===== config.mk =====
export PLATFORM = sky130hd
export DESIGN_NAME = utf8_to_utf16_transcoder_core
export DESIGN_NICKNAME = d
export VERILOG_FILES = /design/src/hw/rtl/utu_pkg.sv /design/src/hw/rtl/utu_decode.sv /design/src/hw/rtl/utf8_to_utf16_transcoder_core.sv
export SDC_FILE = /design/constraint.sdc
export NUM_CORES = 1
export LEC_CHECK = 0
export BUFFER_PORTS_ARGS = -buffer_cell sky130_fd_sc_hd__buf_4
export CAP_MARGIN = 15
export CORE_ASPECT_RATIO = 1.1
export CORE_MARGIN = 4
export CORE_UTILIZATION = 60
export CTS_CLUSTER_SIZE = 24
export DETAILED_ROUTE_END_ITERATION = 10
export GPL_TIMING_DRIVEN = 0
export PLACE_DENSITY = 0.83
export SYNTH_ARGS = -nofsm -noshare
export SYNTH_HDL_FRONTEND = slang
export SYNTH_SLANG_ARGS = --single-unit

===== constraint.sdc =====
create_clock -name clk -period 3.2 [get_ports clk]
set_input_delay 0.32 -clock clk [delete_from_list [all_inputs] [get_ports clk]]
set_output_delay 0.32 -clock clk [all_outputs]
set_load 0.005 [all_outputs]

===== src/hw/rtl/utu_pkg.sv =====
`timescale 1ns / 1ps

package utu_pkg;

	localparam logic [15:0] UNIT_REPL   = 16'hFFFD;
	localparam logic [15:0] HI_SURR     = 16'hD800;
	localparam logic [15:0] LO_SURR     = 16'hDC00;
	localparam logic [20:0] SUPP_BASE   = 21'h10000;
	localparam logic [20:0] CP_MAX      = 21'h10FFFF;
	localparam logic [20:0] MIN_2BYTE   = 21'h80;
	localparam logic [20:0] MAX_2BYTE   = 21'h7FF;
	localparam logic [20:0] MIN_3BYTE   = 21'h800;
	localparam logic [20:0] MAX_BMP     = 21'hFFFF;
	localparam logic [20:0] SURR_LO_END = 21'hD7FF;
	localparam logic [20:0] SURR_HI_END = 21'hE000;

	typedef struct packed {
		logic        aborted;
		logic [20:0] acc;
		logic [1:0]  conts;
		logic [1:0]  seq_len;
	} dec_state_t;

	typedef struct packed {
		logic [1:0]  n;
		logic [15:0] u0;
		logic [15:0] u1;
		logic        fail;
		logic        last0;
		logic        last1;
	} dec_result_t;

endpackage


===== src/hw/rtl/utu_decode.sv =====
`timescale 1ns / 1ps

module utu_decode (
	input  utu_pkg::dec_state_t  st,
	input  logic [7:0]           data_byte,
	input  logic                 end_of_string,
	output utu_pkg::dec_state_t  nxt,
	output utu_pkg::dec_result_t res
);

	logic        is_cont;
	logic        lead_ascii;
	logic        lead_bad;
	logic [1:0]  lead_len;
	logic [20:0] lead_acc;
	logic [20:0] acc2;
	logic [1:0]  conts2;
	logic [20:0] off;
	logic        fin_ok;

	assign is_cont    = (data_byte[7:6] == 2'b10);
	assign lead_ascii = ~data_byte[7];
	assign lead_bad   = is_cont | (data_byte[7:3] == 5'b11111);
	assign acc2       = {st.acc[14:0], data_byte[5:0]};
	assign conts2     = st.conts + 2'd1;
	assign off        = acc2 - utu_pkg::SUPP_BASE;

	always_comb begin
		if (data_byte[7:5] == 3'b110) begin
			lead_len = 2'd1;
			lead_acc = {16'd0, data_byte[4:0]};
		end else if (data_byte[7:4] == 4'b1110) begin
			lead_len = 2'd2;
			lead_acc = {17'd0, data_byte[3:0]};
		end else begin
			lead_len = 2'd3;
			lead_acc = {18'd0, data_byte[2:0]};
		end
	end

	always_comb begin
		case (st.seq_len)
			2'd1:    fin_ok = (acc2 >= utu_pkg::MIN_2BYTE) && (acc2 <= utu_pkg::MAX_2BYTE);
			2'd2:    fin_ok = (acc2 >= utu_pkg::MIN_3BYTE) && (acc2 <= utu_pkg::MAX_BMP) &&
			                  !((acc2 > utu_pkg::SURR_LO_END) && (acc2 < utu_pkg::SURR_HI_END));
			default: fin_ok = (acc2 > utu_pkg::MAX_BMP) && (acc2 <= utu_pkg::CP_MAX);
		endcase
	end

	always_comb begin
		logic       ok;
		logic       do_lead;
		logic [1:0] nu;
		ok      = 1'b1;
		do_lead = 1'b0;
		nu      = 2'd0;
		nxt     = st;
		res     = '0;

		if (st.aborted) begin
			ok = 1'b1;
		end else if (st.seq_len != 2'd0) begin
			if (is_cont) begin
				nxt.acc   = acc2;
				nxt.conts = conts2;
				if (conts2 == st.seq_len) begin
					nxt.seq_len = 2'd0;
					nxt.conts   = 2'd0;
					nxt.acc     = '0;
					if (!fin_ok) begin
						ok = 1'b0;
					end else if (st.seq_len == 2'd3) begin
						res.u0 = utu_pkg::HI_SURR + {6'd0, off[19:10]};
						res.u1 = utu_pkg::LO_SURR + {6'd0, off[9:0]};
						nu     = 2'd2;
					end else begin
						res.u0 = acc2[15:0];
						nu     = 2'd1;
					end
				end else if (end_of_string) begin
					ok = 1'b0;
				end
			end else if (st.conts != 2'd0) begin
				ok = 1'b0;
			end else begin
				res.u0      = utu_pkg::UNIT_REPL;
				nu          = 2'd1;
				nxt.seq_len = 2'd0;
				nxt.acc     = '0;
				do_lead     = 1'b1;
			end
		end else begin
			do_lead = 1'b1;
		end

		if (do_lead) begin
			if (lead_ascii) begin
				if (nu == 2'd0) res.u0 = {8'd0, data_byte};
				else            res.u1 = {8'd0, data_byte};
				nu = nu + 2'd1;
			end else if (lead_bad) begin
				ok = 1'b0;
			end else if (end_of_string) begin
				if (nu == 2'd0) res.u0 = utu_pkg::UNIT_REPL;
				else            res.u1 = utu_pkg::UNIT_REPL;
				nu = nu + 2'd1;
			end else begin
				nxt.seq_len = lead_len;
				nxt.acc     = lead_acc;
				nxt.conts   = 2'd0;
			end
		end

		if (!ok) begin
			nxt.aborted = 1'b1;
			nxt.seq_len = 2'd0;
			nxt.conts   = 2'd0;
			nxt.acc     = '0;
			nu          = 2'd0;
		end

		if (end_of_string && nxt.aborted) begin
			res.u0    = '0;
			res.u1    = '0;
			res.fail  = 1'b1;
			res.last0 = 1'b1;
			nu        = 2'd1;
			nxt       = '0;
		end else if (nxt.aborted) begin
			nu = 2'd0;
		end else if (end_of_string) begin
			res.last0 = (nu == 2'd1);
			res.last1 = (nu == 2'd2);
			nxt       = '0;
		end
		res.n = nu;
	end

endmodule


===== src/hw/rtl/utf8_to_utf16_transcoder_core.sv =====
`timescale 1ns / 1ps
// A byte's first UTF-16 unit is registered and appears on the output in the cycle after its input beat is accepted.
// Throughput: one byte per cycle while the output is ready; a byte that yields a surrogate pair holds the
// input while the two-entry result buffer drains.
// Bytes that yield nothing (lead and inner continuation bytes) leave the result buffer empty.
// Reset (arst_n low, async): decoder state cleared, result buffer emptied.

module utf8_to_utf16_transcoder_core (
	input  logic        clk,
	input  logic        arst_n,
	input  logic        s_axis_tvalid,
	output logic        s_axis_tready,
	input  logic [7:0]  s_axis_tdata,   // [7:0] data_byte
	input  logic        s_axis_tlast,   // end_of_string
	output logic        m_axis_tvalid,
	input  logic        m_axis_tready,
	output logic [15:0] m_axis_tdata,   // [15:0] unit
	output logic        m_axis_tuser,   // failed
	output logic        m_axis_tlast    // last_unit
);

	utu_pkg::dec_state_t  st_q;
	utu_pkg::dec_state_t  st_nxt;
	utu_pkg::dec_result_t res;

	logic [1:0]  cnt_q;
	logic [15:0] u0_q;
	logic [15:0] u1_q;
	logic        fail_q;
	logic        last0_q;
	logic        last1_q;
	logic        pop;
	logic        load;

	utu_decode u_decode (
		.st            (st_q),
		.data_byte     (s_axis_tdata),
		.end_of_string (s_axis_tlast),
		.nxt           (st_nxt),
		.res           (res)
	);

	assign pop           = m_axis_tvalid & m_axis_tready;
	assign s_axis_tready = (cnt_q == 2'd0) | ((cnt_q == 2'd1) & m_axis_tready);
	assign load          = s_axis_tvalid & s_axis_tready;

	assign m_axis_tvalid = (cnt_q != 2'd0);
	assign m_axis_tdata  = u0_q;
	assign m_axis_tuser  = fail_q;
	assign m_axis_tlast  = last0_q;

	always_ff @(posedge clk or negedge arst_n) begin
		if (!arst_n) begin
			st_q  <= '0;
			cnt_q <= 2'd0;
		end else if (load) begin
			st_q  <= st_nxt;
			cnt_q <= res.n;
		end else if (pop) begin
			cnt_q <= cnt_q - 2'd1;
		end
	end

	// result buffer payload
	always_ff @(posedge clk) begin
		if (load) begin
			u0_q    <= res.u0;
			u1_q    <= res.u1;
			fail_q  <= res.fail;
			last0_q <= res.last0;
			last1_q <= res.last1;
		end else if (pop && cnt_q == 2'd2) begin
			u0_q    <= u1_q;
			fail_q  <= 1'b0;
			last0_q <= last1_q;
		end
	end

endmodule


==> Word-level counts from Yosys, hierarchy flattened <==
Cells that the tools add are included.
{ "classes": {"addsub": 6, "order_cmp": 8, "n_eq_ne": 12, "n_mux": 77, "bitwise": 6, "n_reduce_logical": 16} }
{ "op_table": {"columns": ["cell", "count"], "rows": [
  ["$mux W32", 8],
  ["$mux W25", 8],
  ["$mux W16", 11],
  ["$mux W26", 3],
  ["$mux W21", 3],
  ["$gt A21 B16 Y1 const B", 2],
  ["$mux W2", 21],
  ["$mux W33", 1],
  ["$add A15 B11 Y16 const A", 2],
  ["$ge A21 B12 Y1 const B", 1],
  ["$ge A21 B8 Y1 const B", 1],
  ["$le A21 B11 Y1 const B", 1],
  ["$le A21 B16 Y1 const B", 1],
  ["$le A21 B21 Y1 const B", 1],
  ["$lt A21 B16 Y1 const B", 1],
  ["$mux W1", 20],
  ["$sub A20 B17 Y20 const B", 1],
  ["$eq A2 B2 Y1 const B", 5],
  ["$reduce_bool A2 Y1", 5],
  ["$logic_and A1 B1 Y1", 7],
  ["$eq A2 B1 Y1 const B", 3],
  ["$eq A5 B5 Y1 const B", 1],
  ["$add A2 B1 Y2 const B", 2],
  ["$eq A4 B4 Y1 const B", 1],
  ["11 further kinds", 15]
]} }
{ "word_totals": {"reg_bits": 63, "in_bits": 13, "output_inout_bits": 20, "elab_cells": 135} }

==> Longest topological paths before layout <==
Gate-level depths: netlist of run 1.
{ "depth": {"depth_word": 21, "ltp_mapped": 11, "ltp_nobuf": 9} }

==> Modules after synthesis <==
From an unflattened synthesis of run 1, not the netlist that was laid out.
{ "hier_totals": {"hier_cells": 389, "area_unflattened_um2": 4184.0} }
{ "modules_own_cells": {"columns": ["module", "n_inst", "cells_per_inst", "area_each_um2", "seq_area_each_um2"], "rows": [
  ["utf8_to_utf16_transcoder_core", 1, 128, 2565.0, 1751.7],
  ["utu_decode", 1, 261, 1619.1, 0.0]
]} }

==> Least setup slack after synthesis of run 1 <==
No wires, ideal clock.
{ "synth_path": {"path_kind": "register to register", "start": "reg st_q[14] (netlist bit)", "end": "reg u1_q[0] (data pin)", "arrival_ns": 2.571, "setup_slack_ns": 0.483, "stages_incl_launch_ff": 11, "period_less_slack_ns": 2.717, "path_cell_list": "dfrtp_1 inv_1 ha_1 or4b_1 nor4b_4 a2111oi_4 a311oi_2 or4_1 buf_2 nor2b_4 a21oi_1"} }
{ "synth_between": {"elab_chain_len": 16} }
{ "synth_lines": {"columns": ["element", "line_no", "text"], "rows": [
  ["start, declared", "utf8_to_utf16_transcoder_core.sv:22", "utu_pkg::dec_state_t st_q;"],
  ["start signal, assigned", "utf8_to_utf16_transcoder_core.sv:57", "st_q <= st_nxt;"],
  ["$gt A21 B16 Y1 / $lt A21 B16 Y1 (equally long branches)", "utu_decode.sv:45", "!((acc2 > utu_pkg::SURR_LO_END) && (acc2 < utu_pkg::SURR_HI_END));"],
  ["$logic_and A1 B1 Y1", "utu_decode.sv:45", null],
  ["$logic_not A1 Y1", "utu_decode.sv:45", null],
  ["$logic_and A1 B1 Y1", "utu_decode.sv:44", "2'd2: fin_ok = (acc2 >= utu_pkg::MIN_3BYTE) && (acc2 <= utu_pkg::MAX_BMP) &&"],
  ["$pmux W1 S2 (*)", "utu_decode.sv:42", "case (st.seq_len)"],
  ["$mux W2", "utu_decode.sv:70", "if (!fin_ok) begin"],
  ["$mux W2", "utu_decode.sv:66", "if (conts2 == st.seq_len) begin"],
  ["$mux W2", "utu_decode.sv:63", "if (is_cont) begin"],
  ["$mux W2", "utu_decode.sv:62", "end else if (st.seq_len != 2'd0) begin"],
  ["$mux W2", "utu_decode.sv:60", "if (st.aborted) begin"],
  ["$logic_not A2 Y1", "utu_decode.sv:98, utu_decode.sv:104", null],
  ["$mux W16", "utu_decode.sv:104", "if (nu == 2'd0) res.u0 = utu_pkg::UNIT_REPL;"],
  ["$mux W32", "utu_decode.sv:103", "end else if (end_of_string) begin"],
  ["$mux W32", "utu_decode.sv:101", "end else if (lead_bad) begin"],
  ["$mux W32", "utu_decode.sv:97", "if (lead_ascii) begin"],
  ["$mux W32", "utu_decode.sv:96", "if (do_lead) begin"],
  ["end signal, assigned", "utf8_to_utf16_transcoder_core.sv:68", "u1_q <= res.u1;"],
  ["end, declared", "utf8_to_utf16_transcoder_core.sv:28", "logic [15:0] u1_q;"]
]} }
Every way passes the cells marked *; elsewhere a longest branch is shown, timed or not.
A chain may end at the register's enable or synchronous reset.

==> Worst setup path after layout of run 1 <==
{ "layout_path": {"start": "reg st_q[7] (netlist bit)", "end": "reg last0_q (netlist: m_axis_tlast) (data pin)"} }
{ "layout_between": {"elab_chain_len": 21} }
{ "layout_lines": {"columns": ["element", "line_no", "text"], "rows": [
  ["$gt A21 B16 Y1 / $lt A21 B16 Y1 (equally long branches)", "utu_decode.sv:45", null],
  ["$logic_and A1 B1 Y1", "utu_decode.sv:45", null],
  ["$logic_not A1 Y1", "utu_decode.sv:45", null],
  ["$logic_and A1 B1 Y1", "utu_decode.sv:44", null],
  ["$pmux W1 S2 (*)", "utu_decode.sv:42", null],
  ["$mux W2", "utu_decode.sv:70", null],
  ["$mux W2", "utu_decode.sv:66", null],
  ["$mux W2", "utu_decode.sv:63", null],
  ["[5 not listed]", null, null],
  ["$mux W2", "utu_decode.sv:97", null],
  ["$mux W2", "utu_decode.sv:96", null],
  ["$mux W2", "utu_decode.sv:114", "if (!ok) begin"],
  ["$eq A2 B1 Y1", "utu_decode.sv:132", "res.last0 = (nu == 2'd1);"],
  ["$mux W2", "utu_decode.sv:131", "end else if (end_of_string) begin"],
  ["$mux W2", "utu_decode.sv:129", "end else if (nxt.aborted) begin"],
  ["$mux W1 (*)", "utu_decode.sv:122", "if (end_of_string && nxt.aborted) begin"],
  ["$mux W1 (*)", "utf8_to_utf16_transcoder_core.sv:66", "if (load) begin"],
  ["end signal, assigned", "utf8_to_utf16_transcoder_core.sv:70", "last0_q <= res.last0;"],
  ["end signal, assigned", "utf8_to_utf16_transcoder_core.sv:75", "last0_q <= last1_q;"],
  ["end, declared", "utf8_to_utf16_transcoder_core.sv:30", "logic last0_q;"]
]} }
Marked as above.

==> run_results.csv, run 1 <==
group,metric,value,unit
run_status,status,"finished, final reports clean",
timing,timing.final.ws_setup,0.0953,ns
synthesis,synth.area.top_cells,"edfxtp_1, dfrtp_1, nand2_1, o221ai_1, ha_1",
critical_path,crit_path_end_kind,"flop",
clock_tree,clockBufferDepth,2,
synthesis,synth_fp_nets,399,
global_routing,first_global_vias,2974,
placed_design,pre_cts_slack,0.0624,ns
clock_tree,cts-htree-levels,2,
route,routed-via-count,3328,
synthesis,yosysWarnings,0,
die,initial_core_util,61.6,%
synthesis,ys_seq_area_share,41.9,%
critical_path,arrival,3.17,ns
min_path,holdCritPathClass,"in -> async",
final_layout,area_growth,11.9,%
route,final_antenna_net_count,0,
placed_design,routabilityCongestion,0.942,
global_routing,grt_pass1_wl,15900,um
timing,rsz0062_at_grt,"no",
clock_tree,cts_setup_buffers,0,
pwr,power-per-cell-area,922,nW/um2
run,cap_violations,0,
synthesis,synth_async_sr_flop_share,41.5,%
die,die_h,88.5,um
synthesis,synth_edf_count,31,
timing,finalClockSkew,0.0109,ns
synthesis,synth_top_area_cell,"edfxtp_1",
final_layout,n_fill_cell,484,
critical_path,critical_path_class,"reg -> reg",
critical_path,cp.required,3.27,ns
critical_path,crit_fanout,10,
clock_tree,cts_buffers,5,
clock_tree,clkSlewWorstSetupHoldPaths,0.10,ns
placed_design,hpwl,7800,um
final_layout,antenna_cells,0,
final_layout,fin_nets,437,
die,core-area,5730,um2
global_routing,grt_max_degree,23,
die,ioPinCount,33,
critical_path,rrSetupSlack,0.1,ns
synthesis,synth_seq_cells,53,
clock_tree,tritoncts,"yes",
route,drc,0,
critical_path,r2r-end,"m_axis_tlast",
timing,slew_viol_final,0,
die,die_area,7180,um2
placed_design,io_buffers,30,
synthesis,synthFlopType,"edfxtp_1",
synthesis,yosysUniqueCellTypes,62,
timing,setup_viol,0,
timing,tns,0,ns
route,vias_per_cell,6.76,
die,rows,29,
global_routing,antenna_found_initial,0,
synthesis,synth.avg_cell_area,9.40,um2
route,wire_per_inst,20.8,um
timing,max_freq,0.322,GHz
synthesis,netlist_area,3530,um2
clock_tree,insertion_delay,0.31,ns
critical_path,reg2reg_from,"st_q[7]",
global_routing,grt.total_usage,30.0,%
clock_tree,cts_num_sinks,53,
timing,relSlewSlack,50.9,%
synthesis,netlist.area_leader.share,26.3,%
timing,fin_crit,3.10,ns
timing,finalCritPeriodShare,97.0,%
timing,tightest_slew,0.735,ns
synthesis,syn_inst,376,
timing,finalHoldViolations,0,
timing,whs,0.422,ns
die,die_w,81.2,um
clock_tree,cts-root-buf,"clkbuf_8",
global_routing,grt_overflow_total,0,
route,drt_pre_antenna_iters,6,
critical_path,ff2ff_path_depth,8,
pwr,max-vdd-ir-drop,0.538,mV
final_layout,drive_gt1_share,15.4,%
pwr,p_leak,0.00153,uW
pwr,power,3650,uW
route,drtIter0Drc,376,
route,wirelength,10200,um
critical_path,startpoint_type,"flop",
power by group:
| group | internal [uW] | leakage, uW | switching (uW) | total (uW) |
|---|---|---|---|---|
| Sequential | 1030 | 0.000582 | 224 | 1250 |
| Combinational | 764 | 0.000904 | 1270 | 2030 |
| Clock | 151 | 0.0000401 | 216 | 367 |
cell type report:
| class | count | area (um2) | area share, % |
|---|---|---|---|
| multi-input combinational | 271 | 1850 | 46.8 |
| sequential | 53 | 1480 | 37.5 |
| timing repair buffer | 31 | 235 | 5.95 |
| inverter | 28 | 105 | 2.66 |
| buffer | 24 | 98.8 | 2.50 |
| tap | 77 | 96.3 | 2.44 |
| clock buffer | 5 | 68.8 | 1.74 |
| clock inverter | 3 | 17.5 | 0.443 |
cells in the final DEF (no fill, tap or decap), types with 6 or more instances in the layout:
cell      synthesis  final
nor3_1            7      7
edfxtp_1         31     31
a31oi_1           6      6
a22o_1            7      7
o221ai_1         18     18
o211ai_1          6      6
ha_1             10     10
o21ai_0          20     20
buf_2             6      6
nor2b_1           8      8
nor2_1           22     22
mux2i_1           8      8
dfrtp_1          22     20
nand2_1          42     42
buf_4             0     30
or4_1            11     11
clkbuf_1         17     16
a21oi_1          19     19
inv_1            27     27
nand4b_1          6      6
repair_timing:
action,4_1_cts,5_1_grt
hold endpoints to repair,22,0
endpoints found under the setup margin,0,23
hold buffers,1,0
gates resized for setup,0,4
critical path, cell delays in order (launching register included):
cell and delay [ns]:
dfrtp_1 0.50, nand4_1 0.25, nor4_2 0.39, mux2i_1 0.35, mux2_2 0.42, nor4_2 0.42
buf_2 0.29, or2_1 0.15, a31oi_1 0.09
synth_stat cells (4+ instances only):
| cell | n |
|---|---|
| nor2_1 | 22 |
| o211ai_1 | 6 |
| o21bai_1 | 5 |
| o21ai_0 | 20 |
| ha_1 | 10 |
| buf_2 | 6 |
| o31ai_1 | 4 |
| clkbuf_1 | 17 |
| a22o_1 | 7 |
| or4_1 | 11 |
| nand4b_1 | 6 |
| nand3_1 | 5 |
| mux2i_1 | 8 |
| a31oi_1 | 6 |
| nor2b_1 | 8 |
| a21oi_1 | 19 |
| nand2_1 | 42 |
| a32o_1 | 5 |
| dfrtp_1 | 22 |
| or2_2 | 4 |
| nor3_1 | 7 |
| o221ai_1 | 18 |
| nand4_1 | 4 |
| nor4_1 | 5 |
| edfxtp_1 | 31 |
| and2_1 | 4 |
| inv_1 | 27 |
metal layers:
| layer | GRT usage [%] | vias up | part of all wire (%) |
|---|---|---|---|
| met3 | 5.19 | 40 | 10 |
| met2 | 48.8 | 208 | 46 |
| met5 | 0 | - | 0 |
| met1 | 40.1 | 1579 | 40 |
| li1 | - | 1501 | - |
| met4 | 12.0 | 0 | 4.0 |
sequential cells by signal, summed over array words and instances, names as in the netlist:
name / flops
m_axis_tuser: 1
m_axis_tlast: 1
last1_q: 1
cnt_q: 2
m_axis_tdata: 16
st_q: 20
u1_q: 12
worst max-delay path by stage:
stage	slack, ns	from	depth (start not counted)	to
after floorplan	0.48	st_q[14]	10	u1_q[0]
after global placement	0.08	st_q[8]	8	st_q[5]
after detailed placement	0.06	st_q[8]	8	m_axis_tlast
after CTS	0.04	st_q[8]	8	st_q[6]
after global routing	0.004	st_q[7]	8	st_q[6]
final	0.1	st_q[7]	8	m_axis_tlast
per-stage QoR:
step	cells	cell area [um2]	util [%]
after floorplan	376	3530	-
final	492	3960	69.0
after CTS	492	3950	68.9
after detailed placement	483	3850	67.2
after global placement	483	3850	67.2
after global routing	492	3960	69.0
logic make-up (layout without fill, tap and decap cells):
family          after synthesis  in the layout  synth area share, %
compound gates              112            112                 23.4
buf+inv                      52             91                 5.74
mux                           9              9                 2.59
xor+xnor                      4              4                0.992
flops                        53             53                 41.9
fa+ha+maj                    10             10                 3.54
simple gates                136            136                 21.8
Power figures use the tool's default switching activity.
==> run 2, diff against run 1 <==
--- a/config.mk
+++ b/config.mk
@@ -16,4 +16,5 @@
 export PLACE_DENSITY = 0.83
 export SYNTH_ARGS = -nofsm -noshare
 export SYNTH_HDL_FRONTEND = slang
+export SYNTH_HIERARCHICAL = 1
 export SYNTH_SLANG_ARGS = --single-unit
==> run_results.csv, run 2 <==
group,metric,value,unit
critical_path,worst_path_max_delay_cell,"or4_4",
critical_path,crit_path_end_kind,"flop",
timing,max_freq,0.275,GHz
timing,tns,-6.56,ns
placed_design,hpwl,7330,um
critical_path,arrival,3.73,ns
die,die_h,92.3,um
die,ioPinCount,33,
timing,timing.final.ws_setup,-0.430,ns
critical_path,crit_fanout,4,
final_layout,fin_area,5270,um2
timing,setup_viol,28,
final_layout,final_common_cell,"buf_4",
clock_tree,clockBufferDepth,2,
final_layout,largest_register_ffs,20,
clock_tree,cts-root-buf,"clkbuf_8",
clock_tree,cts-htree-levels,3,
run_status,violations,"negative setup slack",
pwr,p_seq_share,29.1,%
clock_tree,clkSlewWorstSetupHoldPaths,0.06,ns
timing,fin_crit,3.63,ns
final_layout,drive_gt1_share,48.9,%
final_layout,layout_common_cells,"buf_4, edfxtp_1, mux2_4, nor2_1, inv_1",
synthesis,yosysWarnings,6,
global_routing,grt_pass1_wl,18800,um
pwr,p_leak,0.00216,uW
pwr,power-per-cell-area,757,nW/um2
die,die_w,84.7,um
min_path,worstHoldPathCells,2,
clock_tree,tritoncts,"yes",
timing,finalCritPeriodShare,113,%
route,routed-via-count,3654,
die,initial_core_util,62.3,%
placed_design,io_buffers,30,
final_layout,top_register,"st_q",
critical_path,critPathMaxStageDelay,0.57,ns
critical_path,cp.buffers_inverters,1,
final_layout,antenna_cells,0,
timing,whs,0.317,ns
run_status,status,"finished with violations",
global_routing,antenna_found_initial,0,
route,wire_per_inst,23.6,um
global_routing,grt_max_degree,23,
run,cap_violations,0,
critical_path,crit_family,"simple AND/OR/NAND/NOR gates",
global_routing,first_global_vias,3682,
pwr,clkPwrFrac,16.3,%
route,final_antenna_net_count,0,
pwr,p_sw,1580,uW
min_path,holdCritPathClass,"in -> reg",
route,vias_per_cell,6.82,
pwr,switching_share,39.6,%
route,drc,0,
global_routing,grt_overflow_total,0,
global_routing,grt.total_usage,31.2,%
critical_path,startpoint_type,"flop",
final_layout,area_growth,35.8,%
timing,finalClockSkew,0.00687,ns
route,wirelength,12700,um
timing,tightest_slew,0.835,ns
clock_tree,cts_num_sinks,57,
clock_tree,insertion_delay,0.35,ns
die,core-area,6230,um2
route,drtIter0Drc,544,
final_layout,fin_nets,475,
die,rows,30,
clock_tree,cts_buffers,9,
timing,slew_viol_final,0,
synthesis,synth.avg_cell_area,10.6,um2
final_layout,n_fill_cell,334,
critical_path,ff2ff_path_depth,14,
placed_design,pre_cts_slack,-0.822,ns
route,drt_pre_antenna_iters,9,
placed_design,dpl_cell_area,4270,um2
timing,finalHoldViolations,0,
final_layout,multiInputGateArea,2470,um2
synthesis,netlist_area,3880,um2
critical_path,path_depth,14,
timing,relSlewSlack,43.9,%
final_layout,seqCellArea,1610,um2
die,die_area,7820,um2
pwr,comb_power_share,54.6,%
placed_design,routabilityCongestion,0.930,
critical_path,critical_path_class,"reg -> reg",
critical_path,cp.required,3.30,ns
synthesis,syn_inst,365,
pwr,max-vdd-ir-drop,0.594,mV
pwr,power.internal,2410,uW
synthesis,synth_fp_nets,389,
timing,rsz0062_at_grt,"yes",
critical_path,crit_chain,"or4_4 -> or2_4 -> mux2i_4 -> nand3_2 -> o211ai_4 -> nor2b_4 -> o21ai_2 -> ha_4 -> and2_4 -> a31oi_4 -> nand2_2 -> buf_4 -> o221a_2 -> mux2_4",
run 2: changes by cell type in the layout (fill, tap and decap cells not counted), sizes merged, moves of 7 or more:
cell,before,now
a22o,7,0
a22oi,2,15
buf,37,88
mux2,1,39
nand2,42,23
o21ai,22,13
o221ai,19,3
or4,11,4
run 2: metal layers:
metal | vias to the layer above | global-route usage (%) | part of all wire [%]
met1 | 1728 | 36.5 | 36
met2 | 292 | 52.9 | 49
met3 | 89 | 6.32 | 9.2
met5 | - | 0 | 0
li1 | 1545 | - | -
met4 | 0 | 18.3 | 6.5
run 2: worst register-to-register path: stages (launching register included):
cell	delay, ns
dfrtp_1	0.39
or4_4	0.57
or2_4	0.29
mux2i_4	0.21
nand3_2	0.17
o211ai_4	0.14
nor2b_4	0.18
o21ai_2	0.09
ha_4	0.20
and2_4	0.16
a31oi_4	0.23
nand2_2	0.10
buf_4	0.14
o221a_2	0.25
mux2_4	0.26
run 2: cell type report:
type | count | area share (%)
timing repair buffer | 76 | 11.4
clock inverter | 4 | 0.475
inverter | 21 | 1.50
multi-input combinational | 260 | 47.0
sequential | 57 | 30.6
tap | 80 | 1.90
clock buffer | 12 | 3.16
buffer | 26 | 3.92
run 2: final timing paths:
check                      slack (ns)     startpoint         endpoint
hold reg to reg                  0.52       st_q[18]         st_q[18]
setup / recovery                -0.43       st_q[17]  m_axis_tdata[6]
min in group asynchronous        0.41         arst_n         st_q[25]
setup reg to reg                -0.43       st_q[17]  m_axis_tdata[6]
hold / removal                   0.32  s_axis_tvalid     m_axis_tuser
max in group asynchronous        2.53         arst_n          st_q[5]
run 2: timing repair:
item                                    4_1_cts  5_1_grt
hold endpoints to repair                     22        0
pin swaps                                    14       20
cloned                                        1        1
endpoints found under the setup margin       54       55
hold buffers                                  1        0
gates resized for setup                      54       38
setup buffers                                32       14
run 2: metrics by stage:
stage	total power [uW]	instances	util, %
CTS	3760	525	80.2
finish	3990	536	84.5
global placement	2750	475	68.5
floorplan	2320	365	-
detailed placement	2830	475	68.5
global route	4150	536	84.5
run 2: power by group through the flow:
stage / combinational, uW / clock [uW] / sequential [uW]
finish: 2180 / 650 / 1160
global route: 2280 / 686 / 1180
CTS: 1960 / 648 / 1150
detailed placement: 1650 / 0 / 1180
global placement: 1580 / 0 / 1160
floorplan: 1170 / 0 / 1150
